## src/rtl/assert_macros.svh

```systemverilog
// Assertion helpers used by the receiver's top-level RTL file.
`ifndef ASSERT_MACROS_SVH
`define ASSERT_MACROS_SVH

// Checked on every rising clock edge outside reset.
`define SBFR_ASSERT(lbl, prop, msg) \
    lbl: assert property (@(posedge i_clk) disable iff (!i_rst_n) prop) else $error(msg);

// Checked on every rising clock edge, reset included.
`define SBFR_ASSERT_ALWAYS(lbl, prop, msg) \
    lbl: assert property (@(posedge i_clk) prop) else $error(msg);

`endif

```

## src/rtl/sbfr_pkg.sv

```systemverilog
package sbfr_pkg;

    localparam logic [7:0] HDR_BYTE = 8'hFF;
    localparam logic [7:0] MIN_LENGTH = 8'd2;

    localparam logic [1:0] CFG_OWN_ID = 2'd0;
    localparam logic [1:0] CFG_BCAST_ID = 2'd1;
    localparam logic [1:0] CFG_MAX_LENGTH = 2'd2;

    localparam logic [7:0] RST_OWN_ID = 8'd1;
    localparam logic [7:0] RST_BCAST_ID = 8'd254;
    localparam logic [7:0] RST_MAX_LENGTH = 8'd16;

    localparam logic [1:0] STATUS_GOOD = 2'd0;
    localparam logic [1:0] STATUS_CHECKSUM = 2'd1;
    localparam logic [1:0] STATUS_LENGTH = 2'd2;

    typedef struct packed {
        logic [7:0] frame_id;
        logic [7:0] instruction;
        logic [7:0] param_count;
        logic [7:0] first_param;
        logic [7:0] second_param;
        logic [1:0] status;
        logic       addressed;
        logic       is_broadcast;
    } t_result;

endpackage

```

## src/rtl/sbfr_core.sv

```systemverilog
module sbfr_core (
    input  logic                i_clk,
    input  logic                i_rst_n,
    input  logic                i_step,
    input  logic [7:0]          i_byte,
    input  logic [7:0]          i_own_id,
    input  logic [7:0]          i_bcast_id,
    input  logic [7:0]          i_max_length,
    output logic                o_emit,
    output sbfr_pkg::t_result   o_result
);
    import sbfr_pkg::*;

    typedef enum logic [2:0] {
        PH_HUNT,
        PH_ID,
        PH_LEN,
        PH_INSTR,
        PH_PARAM,
        PH_CHECK
    } t_phase;

    t_phase     r_phase, n_phase;
    logic [7:0] r_last_byte;
    logic [7:0] r_id, n_id;
    logic [7:0] r_length, n_length;
    logic [7:0] r_instr, n_instr;
    logic [7:0] r_param_a, n_param_a;
    logic [7:0] r_param_b, n_param_b;
    logic [7:0] r_sum, n_sum;
    logic [7:0] r_left, n_left;

    logic       bc;
    logic [7:0] body_len;
    logic [7:0] param_idx;

    assign bc = (r_id == i_bcast_id);
    assign body_len = r_length - MIN_LENGTH;
    assign param_idx = body_len - r_left;

    always_comb begin
        n_phase = r_phase;
        n_id = r_id;
        n_length = r_length;
        n_instr = r_instr;
        n_param_a = r_param_a;
        n_param_b = r_param_b;
        n_sum = r_sum;
        n_left = r_left;
        o_emit = 1'b0;
        o_result.frame_id = r_id;
        o_result.instruction = 8'd0;
        o_result.param_count = 8'd0;
        o_result.first_param = 8'd0;
        o_result.second_param = 8'd0;
        o_result.status = STATUS_LENGTH;
        o_result.addressed = (r_id == i_own_id) || bc;
        o_result.is_broadcast = bc;

        if (r_last_byte == HDR_BYTE && i_byte == HDR_BYTE) begin
            n_phase = PH_ID;
            n_id = 8'd0;
            n_length = 8'd0;
            n_instr = 8'd0;
            n_param_a = 8'd0;
            n_param_b = 8'd0;
            n_sum = 8'd0;
            n_left = 8'd0;
        end else begin
            case (r_phase)
                PH_ID: begin
                    n_id = i_byte;
                    n_sum = i_byte;
                    n_phase = PH_LEN;
                end
                PH_LEN: begin
                    n_length = i_byte;
                    if (i_byte < MIN_LENGTH || i_byte > i_max_length) begin
                        o_emit = 1'b1;
                        n_phase = PH_HUNT;
                    end else begin
                        n_sum = r_sum + i_byte;
                        n_left = i_byte - MIN_LENGTH;
                        n_phase = PH_INSTR;
                    end
                end
                PH_INSTR: begin
                    n_instr = i_byte;
                    n_sum = r_sum + i_byte;
                    n_phase = (r_left != 8'd0) ? PH_PARAM : PH_CHECK;
                end
                PH_PARAM: begin
                    if (param_idx == 8'd0) begin
                        n_param_a = i_byte;
                    end else if (param_idx == 8'd1) begin
                        n_param_b = i_byte;
                    end
                    n_sum = r_sum + i_byte;
                    n_left = r_left - 8'd1;
                    if (r_left == 8'd1) begin
                        n_phase = PH_CHECK;
                    end
                end
                PH_CHECK: begin
                    o_emit = 1'b1;
                    o_result.instruction = r_instr;
                    o_result.param_count = body_len;
                    o_result.first_param = r_param_a;
                    o_result.second_param = r_param_b;
                    o_result.status = (~r_sum == i_byte) ? STATUS_GOOD : STATUS_CHECKSUM;
                    n_phase = PH_HUNT;
                end
                default: begin
                    n_phase = PH_HUNT;
                end
            endcase
        end
    end

    always_ff @(posedge i_clk) begin
        if (!i_rst_n) begin
            r_phase <= PH_HUNT;
            r_last_byte <= 8'd0;
            r_id <= 8'd0;
            r_length <= 8'd0;
            r_instr <= 8'd0;
            r_param_a <= 8'd0;
            r_param_b <= 8'd0;
            r_sum <= 8'd0;
            r_left <= 8'd0;
        end else if (i_step) begin
            r_phase <= n_phase;
            r_last_byte <= i_byte;
            r_id <= n_id;
            r_length <= n_length;
            r_instr <= n_instr;
            r_param_a <= n_param_a;
            r_param_b <= n_param_b;
            r_sum <= n_sum;
            r_left <= n_left;
        end
    end

endmodule

```

## src/rtl/servo_bus_frame_receiver_unit.sv

```systemverilog
// Servo bus frame receiver. Received bus bytes enter one item at a time on
// the i_valid / o_ready channel. The block finds the two-byte 0xFF 0xFF
// header, collects id, length, instruction, parameters and checksum, and
// emits one result item per finished frame, or one at once for a length out
// of range, on the o_valid / i_ready channel. Bytes that end no frame give no
// result item.
// A byte is registered in the input register and processed by the frame logic
// once the output register is free or being read; any result is then written
// into the output register, which drives o_valid. One byte is taken in every
// cycle while the output does not stall; the frame state is updated once per byte.
// The own id, broadcast id and maximum length registers are written over the
// i_cfg_valid / o_cfg_ready channel (index 0, 1, 2; other indexes are
// ignored) and should only be written while the block is idle.
// Reset clears the frame state, the pipeline and the registers to their
// defaults. When the receiver stalls, the result stays in the output register
// and one more byte may wait in the input register; o_ready then drops.
`include "assert_macros.svh"

module servo_bus_frame_receiver_unit (
    input  logic       i_clk,
    input  logic       i_rst_n,
    input  logic       i_valid,
    output logic       o_ready,
    input  logic [7:0] i_rx_byte,
    output logic       o_valid,
    input  logic       i_ready,
    output logic [7:0] o_frame_id,
    output logic [7:0] o_instruction,
    output logic [7:0] o_param_count,
    output logic [7:0] o_first_param,
    output logic [7:0] o_second_param,
    output logic [1:0] o_status,
    output logic       o_addressed,
    output logic       o_is_broadcast,
    input  logic       i_cfg_valid,
    output logic       o_cfg_ready,
    input  logic [1:0] i_cfg_index,
    input  logic [7:0] i_cfg_data
);
    import sbfr_pkg::*;

    logic [7:0] r_own_id;
    logic [7:0] r_bcast_id;
    logic [7:0] r_max_length;
    logic       r_in_valid;
    logic [7:0] r_in_byte;
    logic       r_out_valid;
    t_result    r_out;

    logic       advance;
    logic       emit;
    t_result    result;

    assign advance = r_in_valid && (!r_out_valid || i_ready);
    assign o_ready = !r_in_valid || advance;
    assign o_cfg_ready = 1'b1;

    sbfr_core u_core (
        .i_clk          (i_clk),
        .i_rst_n        (i_rst_n),
        .i_step         (advance),
        .i_byte         (r_in_byte),
        .i_own_id       (r_own_id),
        .i_bcast_id     (r_bcast_id),
        .i_max_length   (r_max_length),
        .o_emit         (emit),
        .o_result       (result)
    );

    always_ff @(posedge i_clk) begin
        if (!i_rst_n) begin
            r_own_id <= RST_OWN_ID;
            r_bcast_id <= RST_BCAST_ID;
            r_max_length <= RST_MAX_LENGTH;
        end else if (i_cfg_valid) begin
            case (i_cfg_index)
                CFG_OWN_ID:       r_own_id <= i_cfg_data;
                CFG_BCAST_ID:     r_bcast_id <= i_cfg_data;
                CFG_MAX_LENGTH:   r_max_length <= i_cfg_data;
                default:          ;
            endcase
        end
    end

    always_ff @(posedge i_clk) begin
        if (!i_rst_n) begin
            r_in_valid <= 1'b0;
        end else if (o_ready) begin
            r_in_valid <= i_valid;
        end
    end

    always_ff @(posedge i_clk) begin
        if (o_ready && i_valid) begin
            r_in_byte <= i_rx_byte;
        end
    end

    always_ff @(posedge i_clk) begin
        if (!i_rst_n) begin
            r_out_valid <= 1'b0;
        end else if (advance) begin
            r_out_valid <= emit;
        end else if (i_ready) begin
            r_out_valid <= 1'b0;
        end
    end

    always_ff @(posedge i_clk) begin
        if (advance && emit) begin
            r_out <= result;
        end
    end

    assign o_valid = r_out_valid;
    assign o_frame_id = r_out.frame_id;
    assign o_instruction = r_out.instruction;
    assign o_param_count = r_out.param_count;
    assign o_first_param = r_out.first_param;
    assign o_second_param = r_out.second_param;
    assign o_status = r_out.status;
    assign o_addressed = r_out.addressed;
    assign o_is_broadcast = r_out.is_broadcast;

    `SBFR_ASSERT(a_len_err_empty,
        (o_valid && o_status == STATUS_LENGTH) |->
        (o_instruction == 8'd0 && o_param_count == 8'd0 && o_first_param == 8'd0),
        "length error item carries frame data")
    `SBFR_ASSERT(a_bc_addressed, o_valid && o_is_broadcast |-> o_addressed,
        "broadcast item not marked addressed")
    `SBFR_ASSERT(a_status_code, o_valid |-> (o_status <= STATUS_LENGTH), "undefined status code")
    `SBFR_ASSERT(a_full_stall, (r_in_valid && r_out_valid && !i_ready) |-> !o_ready,
        "input taken while both stages are blocked")
    `SBFR_ASSERT_ALWAYS(a_reset_empty, !i_rst_n |=> !o_valid, "result item present after reset")

endmodule

```

## config.mk

```make
export PLATFORM = sky130hd
export DESIGN_NAME = servo_bus_frame_receiver_unit
export DESIGN_NICKNAME = d
export VERILOG_FILES = /design/src/rtl/sbfr_pkg.sv /design/src/rtl/sbfr_core.sv /design/src/rtl/servo_bus_frame_receiver_unit.sv
export VERILOG_INCLUDE_DIRS = /design/src /design/src/rtl
export SDC_FILE = /design/constraint.sdc
export NUM_CORES = 1
export LEC_CHECK = 0
export ABC_AREA = 1
export BUFFER_PORTS_ARGS = -buffer_cell sky130_fd_sc_hd__buf_4
export CAP_MARGIN = 20
export CORE_MARGIN = 10
export CORE_UTILIZATION = 30
export CTS_BUF_LIST = sky130_fd_sc_hd__clkbuf_4 sky130_fd_sc_hd__clkbuf_8
export CTS_CLUSTER_SIZE = 16
export DETAILED_ROUTE_END_ITERATION = 16
export GPL_TIMING_DRIVEN = 0
export SYNTH_ARGS = -nofsm -noshare
export SYNTH_HDL_FRONTEND = slang
export SYNTH_HIERARCHICAL = 1
export SYNTH_SLANG_ARGS = --single-unit
```

## constraint.sdc

```tcl
create_clock -name i_clk -period 4.8 [get_ports i_clk]
set_clock_uncertainty 0.05 [all_clocks]
set_input_delay 0.96 -clock i_clk [delete_from_list [all_inputs] [get_ports i_clk]]
set_output_delay 0.96 -clock i_clk [all_outputs]
set_load 0.05 [all_outputs]
```

# --- Word level (Yosys, flattened, before mapping) ---
# Index checks and enable logic that the tools add are counted.
word_totals:
  memories: 0
  input_bits: 23
  ram_bits: 0
  reg_bits: 145
  mem_bits_ro: 0
  latch_bits: 0
  word_cells: 114
classes:
  n_mux: 30
  n_addsub: 5
  shifts: 0
  n_eq_ne: 17
  div_mod_pow: 0
  reduce_logical: 35
  order_cmp: 2
  n_mul: 0
  n_bitwise: 2
ops:
  columns: ["op", "n"]
  rows:
  - ["$mux 8", 17]
  - ["$eq 8x8->1", 3]
  - ["$pmux 8 s3", 1]
  - ["$eq 8x1->1 const B", 2]
  - ["$eq 8x8->1 const B", 2]
  - ["$pmux 8 s2", 1]
  - ["$sub 8x2->8 const B", 2]
  - ["$reduce_and 2->1", 7]
  - ["$reduce_bool 2->1", 7]
  - ["$pmux 3 s4", 1]
  - ["$reduce_and 3->1", 3]
  - ["$add 8x8->8", 1]
  - ["$gt 8x8->1", 1]
  - ["$logic_not 8->1", 1]
  - ["$lt 8x2->1 const B", 1]
  - ["$not 8->8", 1]
  - ["$reduce_bool 8->1", 1]
  - ["$sub 8x1->8 const B", 1]
  - ["$sub 8x8->8", 1]
  - ["$eq 3x2->1 const B", 2]
  - ["$eq 3x3->1 const B", 2]
  - ["$mux 1", 6]
  - ["$mux 3", 2]
  - ["$logic_and 1x1->1", 4]
  - ["16 further kinds", 21]

# --- Longest topological paths before layout ---
depth:
  depth_word: 7
  mapped_depth: 19

# --- Hierarchy ---
# Netlist, hierarchy kept.
by_module_without_submodules:
  columns: ["module", "instances", "cells_each", "area_each_um2"]
  rows:
  - ["sbfr_core", 1, 736, 4695.8]
  - ["servo_bus_frame_receiver_unit", 1, 210, 2718.9]

# --- Worst setup path before layout ---
# No wires, ideal clock.
synth_timing:
  path_kind: "flip-flop to flip-flop"
  startpoint: "register r_in_byte[1]"
  endpoint: "register r_out (netlist bit o_addressed), enable pin"
  period_less_slack_ps: 5292
  setup_slack_ps: -492
  t_arrival_ps: 4733
  stages_incl_launch_ff: 11
  setup_ps: 509
  n_path_buf: 2
  path_cell_list: "edfxtp_1 inv_1 nor4_1 nand2_1 nor2_2 inv_2 buf_4 nand4_2 buf_4 nand2_1 nor3b_1"
synth_between:
  elab_chain_len: 6
synth_rtl:
  columns: ["item", "line_no", "rtl"]
  rows:
  - ["from (decl)", "servo_bus_frame_receiver_unit.sv:46", "logic [7:0] r_in_byte;"]
  - ["from (signal assigned)", "servo_bus_frame_receiver_unit.sv:95", "r_in_byte <= i_rx_byte;"]
  - ["$lt 8x2->1 or $gt 8x8->1 (tied branches)", "sbfr_core.sv:78", "if (i_byte < MIN_LENGTH || i_byte > i_max_length) begin"]
  - ["$logic_or 1x1->1", "sbfr_core.sv:78", null]
  - ["$mux 1", "sbfr_core.sv:78", null]
  - ["$pmux 1 s2", "sbfr_core.sv:70", "case (r_phase)"]
  - ["$mux 1 *", "sbfr_core.sv:60", "if (r_last_byte == HDR_BYTE && i_byte == HDR_BYTE) begin"]
  - ["via emit", "servo_bus_frame_receiver_unit.sv:51", "logic emit;"]
  - ["$logic_and 1x1->1 *", "servo_bus_frame_receiver_unit.sv:110", "if (advance && emit) begin"]
  - ["to (signal assigned)", "servo_bus_frame_receiver_unit.sv:111", "r_out <= result;"]
  - ["to (decl)", "servo_bus_frame_receiver_unit.sv:48", "t_result r_out;"]
# The timed path passes the listed nets; every way through them passes the cells marked *.
# A chain may end at the register's enable or synchronous reset.

# --- Final worst setup path ---
layout_timing:
  startpoint: "register r_in_byte[1]"
  endpoint: "register r_out (netlist bit o_param_count[6]), enable pin"
# Same word-level chain as after synthesis.

==> impl_metrics.py <==
metrics = {
    "status": {
        "status": "completed",
    },
    "clock_network": {
        "clock_sinks": 145,
        "cts_buffer_depth": 2,
        "root_buffer": "clkbuf_8",
        "clk_pin_slew_ps": 70,
        "hold_buffers": 0,
        "numCtsBuffers": 17,
        "cts_tree": "built",
        "htree_levels": 4,
        "cts_resized": 0,
        "postCtsSetupBuffers": 0,
        "clk_latency_ps": 440,
    },
    "critical_path": {
        "rr_startpoint": "r_in_byte[1]$_DFFE_PP_",
        "cpPeakStageDelay_ps": 700,
        "rrSetupSlack_ps": 1090,
        "crit_cells": 12,
        "critPathKind": "reg -> reg",
        "critPathBufInv": 6,
        "cp_max_fo": 21,
        "critPathRequiredTime_ps": 4900,
        "reg2reg_depth": 12,
        "crit_path_end_kind": "flip-flop",
        "path_cells": "inv_1 > nor4_1 > nand2_1 > nor2_2 > inv_2 > buf_4 > nand4_2 > buf_4 > nand2_1 > nor3b_4 > buf_16 > buf_16",
        "startpoint_type": "flip-flop",
        "crit_arrival_ps": 3800,
        "crit_family": "buffers and inverters",
        "slowest_stage": "nor3b_4",
        "r2r-end": "o_param_count[6]$_DFFE_PP_",
    },
    "pwr": {
        "p_per_area_nw_per_um2": 297.0,
        "peakVddDrop_mv": 0.1688,
        "power_mw": 2.606,
        "leakage_nw": 3.797,
    },
    "synth": {
        "yosysSeqAreaShare": 0.4617,
        "ys_types": 50,
        "yosys-top-cells-area": "dfxtp_1 (25%), edfxtp_1 (21%), nand2_1 (8.9%)",
        "synth_top_cell_by_area": "dfxtp_1",
        "syn_inst": 946,
        "yosys_register_bits": 145,
        "syn-cell-area_um2": 7415,
        "syn_avg_cell_area_um2": 7.838,
        "yosys_warnings": 6,
        "async_flop_share": 0,
        "ys.flop_type": "dfxtp_1",
        "synth_top_area_share": 0.2511,
        "syn-num-nets": 997,
        "synth_edf_count": 52,
    },
    "floorplanning": {
        "ios": 70,
        "die_h_um": 177.2,
        "row_count": 57,
        "coreArea_um2": 24320,
        "die_x_um": 177.2,
        "initial_core_util": 0.3049,
        "die_area_um2": 31400,
    },
    "sta": {
        "min_period_over_period": 0.7720,
        "rsz0062_at_grt": "no",
        "max_freq_mhz": 269.9,
        "fin_crit_ps": 3706,
        "hold_viol_final": 0,
        "slew_headroom": 0.4737,
        "slew_viol_final": 0,
        "worst_pin_slew_ps": 788.7,
        "setup_slack_ps": 1094,
        "finalSetupViolCount": 0,
    },
    "grt": {
        "antenna_found_initial": 0,
        "grt_pass1_vias": 5823,
        "grt_max_degree": 22,
        "grt_usage": 0.1185,
        "grt_pass1_wl_um": 29990,
        "overflow": 0,
    },
    "place": {
        "dp_slack_ps": 1093,
        "portBuffers": 65,
        "hpwlAfterDp_um": 13740,
        "place_congestion": 0.8849,
    },
    "drt": {
        "wire_per_inst_um": 13.33,
        "ant_nets": 0,
        "wirelength_um": 18250,
        "post-route-drc-count": 0,
        "first_iter_violations": 365,
        "viasPerCell": 4.487,
        "vias": 6143,
        "drt_pass1_iterations": 5,
    },
    "cells_and_area": {
        "drive_gt1_frac": 0.1541,
        "fillers": 2563,
        "fin_util": 0.3608,
        "syn_to_final_growth_pct": 18.33,
        "layout.nets": 1083,
        "antenna_cells": 0,
    },
    "hold_path": {
        "min_path_type": "reg -> reg",
        "hold_start": "u_core/r_instr[0]$_SDFFE_PN0P_",
        "min_to": "u_core/r_instr[0]$_SDFFE_PN0P_",
        "whs_path_depth": 2,
    },
    "run": {
        "maxCapViolCount": 0,
    },
}
==> cells in the final DEF, fill, tap and decap left out, drive strengths merged, types with 3 or more instances in the layout <==
cell type and instances:
nor2 137, a21oi 83, nand3b 3, nand3 64
xnor2 15, clkbuf 31, dfxtp 93, clkinv 5
xor2 7, nand4 19, nor3 7, nand2 179
ha 26, buf 96, o21ai 47, a31oi 4
edfxtp 52, nor4 3, inv 147, or2 6
==> registers in the layout (all words and copies together), names as in the netlist <==
register / flops
r_own_id: 8
o_instruction: 8
o_param_count: 8
o_valid: 1
u_core/r_left: 8
r_in_byte: 8
u_core/r_param_b: 8
u_core/r_sum: 8
r_max_length: 8
o_frame_id: 8
o_status: 2
o_first_param: 8
r_in_valid: 1
u_core/r_last_byte: 8
o_is_broadcast: 1
u_core/r_id: 8
u_core/r_length: 8
u_core/r_instr: 8
u_core/r_phase: 3
r_bcast_id: 8
o_addressed: 1
o_second_param: 8
u_core/r_param_a: 8
==> layer usage <==
layer	GRT usage	up-vias	part of all wire
met4	0.02662	0	0.0074
met5	0	-	0
met1	0.1585	2771	0.49
met2	0.1872	131	0.45
met3	0.03072	12	0.055
li1	-	3229	-
==> synthesized netlist by cell type (2+ instances only) <==
master,count
o211ai_1,2
nor3_1,6
a21oi_1,80
or2_2,6
o21ai_1,6
a21oi_4,2
nor2_2,2
clkbuf_1,7
nor4_1,2
inv_2,10
nand3_2,2
o21ai_0,41
nand3b_1,3
fa_1,2
xnor2_1,15
buf_4,9
buf_6,7
nand4_1,18
nand2_1,176
buf_2,12
nor2_1,133
ha_1,26
a31oi_1,4
dfxtp_1,93
o21a_1,2
xor2_1,7
edfxtp_1,52
nand2_2,3
nand3_1,61
inv_1,137
==> how the worst max path moves through the flow <==
stage                            from                          to  slack [ps]
2_1_floorplan  r_in_byte[1]$_DFFE_PP_       o_addressed$_DFFE_PP_        1050
3_3_place_gp   r_in_byte[1]$_DFFE_PP_  o_param_count[3]$_DFFE_PP_        -520
3_5_place_dp   r_in_byte[1]$_DFFE_PP_  o_param_count[3]$_DFFE_PP_        1090
4_1_cts        r_in_byte[1]$_DFFE_PP_  o_param_count[6]$_DFFE_PP_        1090
5_1_grt        r_in_byte[1]$_DFFE_PP_  o_param_count[2]$_DFFE_PP_         910
6_report       r_in_byte[1]$_DFFE_PP_  o_param_count[6]$_DFFE_PP_        1090
==> stage by stage <==
| stage | cell area, um^2 | cells | hold slack, ps | TNS [ps] |
|---|---|---|---|---|
| floorplan | 7420 | 946 | 378.9 | 0 |
| global placement | 8313 | 1335 | 394.3 | -22390 |
| detailed placement | 8374 | 1337 | 397.8 | 0 |
| CTS | 8773 | 1369 | 409.6 | 0 |
| global route | 8773 | 1369 | 422.7 | 0 |
| finish | 8773 | 1369 | 410.2 | 0 |
==> kinds of logic (layout without fill, tap and decap cells) <==
group           count (synthesis)  after routing  share of synthesized area
other cells                     1              1                  0.0005058
xor+xnor                       22             22                    0.02599
fa+ha+maj                      28             28                    0.04927
buf+inv                       184            283                     0.1082
compound gates                145            145                     0.1065
simple gates                  421            421                     0.2479
flops                         145            145                     0.4617
==> final cells by class <==
type / count / area (um^2) / share of cell area
buffer: 37 / 250.2 / 0.02852
sequential: 145 / 3423 / 0.3902
timing repair buffer: 67 / 543.0 / 0.06189
clock buffer: 23 / 291.5 / 0.03323
tap: 324 / 405.4 / 0.04621
multi-input combinational: 617 / 3201 / 0.3648
clock inverter: 9 / 107.6 / 0.01226
inverter: 147 / 551.8 / 0.06289
==> worst min-delay path, cell delays in order (launching register included) <==
cell and delay (ps):
dfxtp_1 300, inv_1 60, a21oi_1 50
==> power breakdown <==
| part | switching [mW] | total [mW] | internal, mW |
|---|---|---|---|
| Clock | 0.448 | 0.959 | 0.511 |
| Combinational | 0.199 | 0.316 | 0.117 |
| Sequential | 0.0295 | 1.33 | 1.30 |
| Total | 0.676 | 2.61 | 1.93 |
No activity file was read; power rests on OpenSTA's default activity.
